## src/rtl/gspf_pkg.sv

```systemverilog
package gspf_pkg;

  localparam int GSPF_MAX_ROWS   = 1024;
  localparam int GSPF_MAX_COLS   = 1024;
  localparam int GSPF_PIXEL_BITS = 20;

  localparam int DIM_W       = 11;
  localparam int TOTAL_W     = 21;
  localparam int CFG_IDX_W   = 1;
  localparam int OUT_TDATA_W = 48;
  localparam int QUEUE_DEPTH = 4;

  // register indexes on the write port
  localparam logic [CFG_IDX_W-1:0] CFG_GRID_ROWS = 1'b0;
  localparam logic [CFG_IDX_W-1:0] CFG_GRID_COLS = 1'b1;

  typedef enum logic {
    OP_PIXEL = 1'b0,
    OP_DRAIN = 1'b1
  } op_t;

  typedef enum logic {
    KIND_PEAK  = 1'b0,
    KIND_COUNT = 1'b1
  } kind_t;

  typedef struct packed {
    kind_t              kind;
    logic [DIM_W-1:0]   row;
    logic [DIM_W-1:0]   col;
    logic [TOTAL_W-1:0] total;
  } result_t;

  // out_tdata layout, lowest field last
  typedef struct packed {
    logic [OUT_TDATA_W-TOTAL_W-2*DIM_W-1:0] pad;
    logic [TOTAL_W-1:0]                     total;
    logic [DIM_W-1:0]                       col;
    logic [DIM_W-1:0]                       row;
  } out_data_t;

endpackage

```

## src/rtl/gspf_out_queue.sv

```systemverilog
// small result queue, takes up to two results a cycle, hands out one while out_ready is high
module gspf_out_queue import gspf_pkg::*; (
  input  logic       clk,
  input  logic       rst_n,
  input  logic [1:0] push_cnt,
  input  result_t    push_res0,
  input  result_t    push_res1,
  output logic       room,
  output logic       out_valid,
  input  logic       out_ready,
  output result_t    out_res
);

  localparam int PW = $clog2(QUEUE_DEPTH);
  localparam int QW = $clog2(QUEUE_DEPTH + 1);

  result_t         slots_r [QUEUE_DEPTH];
  logic [PW-1:0]   rd_ptr_r, rd_ptr_nxt;
  logic [PW-1:0]   wr_ptr_r, wr_ptr_nxt;
  logic [PW-1:0]   wr_ptr_inc;
  logic [QW-1:0]   count_r, count_nxt;
  logic            pop;

  assign out_valid  = (count_r != '0);
  assign pop        = out_valid && out_ready;
  assign out_res    = slots_r[rd_ptr_r];
  // room for a worst-case item (peak plus count report)
  assign room       = (count_r <= QW'(QUEUE_DEPTH - 2));
  assign wr_ptr_inc = wr_ptr_r + PW'(1);

  always_comb begin
    rd_ptr_nxt = rd_ptr_r + PW'(pop);
    wr_ptr_nxt = wr_ptr_r + PW'(push_cnt);
    count_nxt  = count_r + QW'(push_cnt) - QW'(pop);
  end

  always_ff @(posedge clk) begin
    if (!rst_n) begin
      rd_ptr_r <= '0;
      wr_ptr_r <= '0;
      count_r  <= '0;
    end else begin
      rd_ptr_r <= rd_ptr_nxt;
      wr_ptr_r <= wr_ptr_nxt;
      count_r  <= count_nxt;
    end
  end

  always_ff @(posedge clk) begin
    if (push_cnt != 2'd0) begin
      slots_r[wr_ptr_r] <= push_res0;
    end
    if (push_cnt == 2'd2) begin
      slots_r[wr_ptr_inc] <= push_res1;
    end
  end

endmodule

```

## config.mk

```make
export PLATFORM = sky130hd
export DESIGN_NAME = gspf_out_queue
export DESIGN_NICKNAME = d
export VERILOG_FILES = /design/src/rtl/gspf_pkg.sv /design/src/rtl/gspf_out_queue.sv
export SDC_FILE = /design/constraint.sdc
export NUM_CORES = 1
export LEC_CHECK = 0
export CORE_ASPECT_RATIO = 1.2
export CORE_MARGIN = 2
export CORE_UTILIZATION = 55
export DETAILED_ROUTE_END_ITERATION = 6
export DONT_BUFFER_PORTS = 1
export GPL_TIMING_DRIVEN = 0
export PLACE_DENSITY = 0.7
export RECOVER_POWER = 100
export SLEW_MARGIN = 20
export SYNTH_ARGS = -nofsm -noshare
export SYNTH_HDL_FRONTEND = slang
export SYNTH_SLANG_ARGS = --single-unit
```

## constraint.sdc

```tcl
create_clock -name clk -period 8.96 [get_ports clk]
set_clock_uncertainty 0.2 [all_clocks]
set_input_delay 0.448 -clock clk [delete_from_list [all_inputs] [get_ports clk]]
set_output_delay 0.448 -clock clk [all_outputs]
set_load 0.005 [all_outputs]
```

==> flow_summary.ini <==
[die]
core_sq_um = 16100
die_w_um = 121
fp-row-count = 51
initial_core_util = 0.557
design.portCount = 139
fp.dieH_um = 144
die-area_sq_um = 17300

[synth]
compound_cell_area_share_of_the_yosys_netlist = 0.00461
post_synth.cell_area_avg_sq_um = 19.1
synth_fa_ha_area_frac = 0.00642
synth_enable_flop_cells = 176
synth.top_cell.area_share = 0.590
synth.distinct_cells = 31
count_of_state_elements_after_synthesis = 183
synth_xor_area_frac = 0.00503
synth.net_count = 567
largest_family_of_logic_cells_by_synthesized_area = multiplexers
synth_cells = 470
total_of_warnings_raised_by_yosys = 0
yosys.area_share.simple = 0.0148
synthMuxAreaShare = 0.340
synthArstFlopShare = 0
synth_top_cell_by_area = sky130_fd_sc_hd__edfxtp_1
summed_instance_area_of_the_synthesized_netlist_sq_um = 8960
synth_ff_type = sky130_fd_sc_hd__edfxtp_1
synth.area.top_cells = sky130_fd_sc_hd__edfxtp_1 59%, sky130_fd_sc_hd__mux2_2 21%, sky130_fd_sc_hd__mux4_2 11%, sky130_fd_sc_hd__mux2_4 1.7%, sky130_fd_sc_hd__dfxtp_1 1.6%
synth_sequential_area_ratio = 0.605

[clock_network]
tritoncts = done
tritoncts_num_sinks = 183
cts_root_buffer = sky130_fd_sc_hd__clkbuf_16
insertion_delay_ps = 420
post_cts_resize_count = 0
clock_edge_transition_at_the_registers_on_the_reported_setup_and_hold_paths_ps = 70
numCtsBuffers = 17
cts.path.max_buffers = 2
post-cts-setup-buffers = 0
postCtsHoldBufs = 1
cts_max_level = 4

[detailed_routing]
firstDrtPassIters = 5
route.vias.total = 4442
avgViaCountPerCell = 6.13
route.detailed.wl_per_inst_um = 25.8
detailedRoute.firstIterationViolations = 205
ant_nets = 0
final_routed_wirelength_across_all_metal_layers_um = 18700
drt_drc_violations_left = 0

[worst_setup_path]
worst_setup_path_start_kind = flip-flop
crit_type = flip-flop to flip-flop
ordered_cell_list_for_the_critical_path = clkbuf_1, nand4b_1, clkbuf_1, o21ai_0, clkbuf_1, clkbuf_1, clkbuf_1
data_arrival_at_the_endpoint_of_the_critical_path_ps = 5000
critical-path-top-cell-by-count = sky130_fd_sc_hd__clkbuf_1
worst_setup_path_end_kind = flip-flop
critical_path.max_stage_delay_ps = 930
crit_required_ps = 8810
worstPathMaxFanout = 13
cpMaxStageDelayCell = sky130_fd_sc_hd__o21ai_0

[global_route]
first_global_vias = 4936
grt_antenna_before_repair = 0
grt_max_degree = 20
grtUsageTotal = 0.226
globalRouteOverflowTotal = 0
wire_length_of_the_first_global_routing_pass_um = 28200

[placed_design]
dp_hpwl_um = 12400
dp.cells = 692
port_buffers = 0
preCtsSetupSlack_ps = 6230
gp_routability_congestion = 0.715

[power]
leakagePower_nw = 3.11
power_density_nw_per_um2 = 233
ir_drop_mv = 0.145

[sta]
fin_hold_ws_ps = 27.6
final_setup_fails = 0
max_clk_rate_mhz = 194
fin_crit_sh = 0.575
timing_worst_slew_pin_value_ps = 2240
number_of_slew_limit_violations_in_the_final_report = 39
slew_margin_rel = -0.509
tns_ps = 0
worst_slack_ps = 3810
rsz_0062_raised_after_global_routing = false
finalHoldViolations = 0
final_period_minus_worst_setup_slack_ps = 5150

[worst_hold_path]
min_path_type = primary input to flip-flop

[cells_and_area]
area_growth_syn_to_layout_pct = 8.81
layout-drive-gt1-share = 0.472
stdcell_count = 725
antenna_cells = 0
num-nets-final = 597

[run_status]
violated_checks = max-capacitance violations, max-slew violations
outcome = finished with violations

[run]
maxCapViolCount = 3
[where the power goes]
| part | switching, mW | internal [mW] | leakage, nW |
|---|---|---|---|
| Sequential | 0.0249 | 1.05 | 1.71 |
| Combinational | 0.218 | 0.204 | 1.11 |
| Clock | 0.309 | 0.466 | 0.290 |
| Total | 0.552 | 1.72 | 3.11 |
[worst max-delay path, delay by kind of cell (launching register included)]
kind / cells / cell delay [ps]
compound gates: 1 / 930
buf+inv: 5 / 2810
flops: 1 / 310
simple gates: 1 / 510
[synthesized netlist by cell type, drive strengths merged (2+ instances only)]
cell,instances
edfxtp,176
mux2,176
mux4,44
buf,28
dfxtp,7
inv,4
mux2i,4
and2,3
ha,3
clkbuf,2
nand2,2
nand2b,2
nor2,2
nor2b,2
o21bai,2
xnor3,2
[cell families (layout without fill, tap and decap cells)]
kind of cell | after synthesis | count (layout)
xor gates and xnor gates | 2 | 2
AOI/OAI and AO/OA | 6 | 6
muxes | 224 | 224
adders and majority gates | 4 | 4
DFF | 183 | 183
and+or+nand+nor | 17 | 17
buffers and inverters | 34 | 77
[per-layer routing]
layer,track usage,share of wire
met5,0,0
met4,0.0716,0.011
met2,0.388,0.53
met1,0.259,0.37
met3,0.0901,0.088
[cell type report]
class	count	area, sq um
Sequential cell	183	5430
Buffer	30	115
Clock inverter	13	178
Fill cell	1246	6330
Multi-Input combinational cell	253	3270
Inverter	4	15.0
Tap cell	212	265
Timing Repair Buffer	11	47.5
Clock buffer	19	433
[registers in the layout, indices dropped and copies added, names as in the netlist]
name / cells
count_r: 3
rd_ptr_r: 2
slots_r: 176
wr_ptr_r: 2
[worst paths after layout]
path | startpoint | to | slack, ps | cells after the start
worst min register to register | count_r[1] | rd_ptr_r[0] | 520 | 2
worst min-delay path | push_res0[4] | slots_r[1][4] | 30 | 1
worst max register to register | wr_ptr_r[1] | slots_r[0][11] | 3810 | 7
worst max-delay path | wr_ptr_r[1] | slots_r[0][11] | 3810 | 7
[metrics by stage]
| stage | cell area (sq um) | util | power, mW |
|---|---|---|---|
| finish | 9750 | 0.606 | 2.27 |
| global route | 9750 | 0.606 | 2.37 |
| CTS | 10100 | 0.629 | 2.34 |
| detailed placement | 9500 | 0.591 | 1.57 |
| global placement | 9230 | 0.574 | 1.53 |
| floorplan | 8960 | - | 1.43 |
[cell usage in the layout (no fill, tap or decap), drive strengths merged, types with 4 or more instances in the layout]
master and count:
edfxtp 176, mux2 176, clkbuf 57, mux4 44, dfxtp 7, inv 6, clkinv 5, mux2i 4
bufinv 4
(Power assumes the default switching activity.)
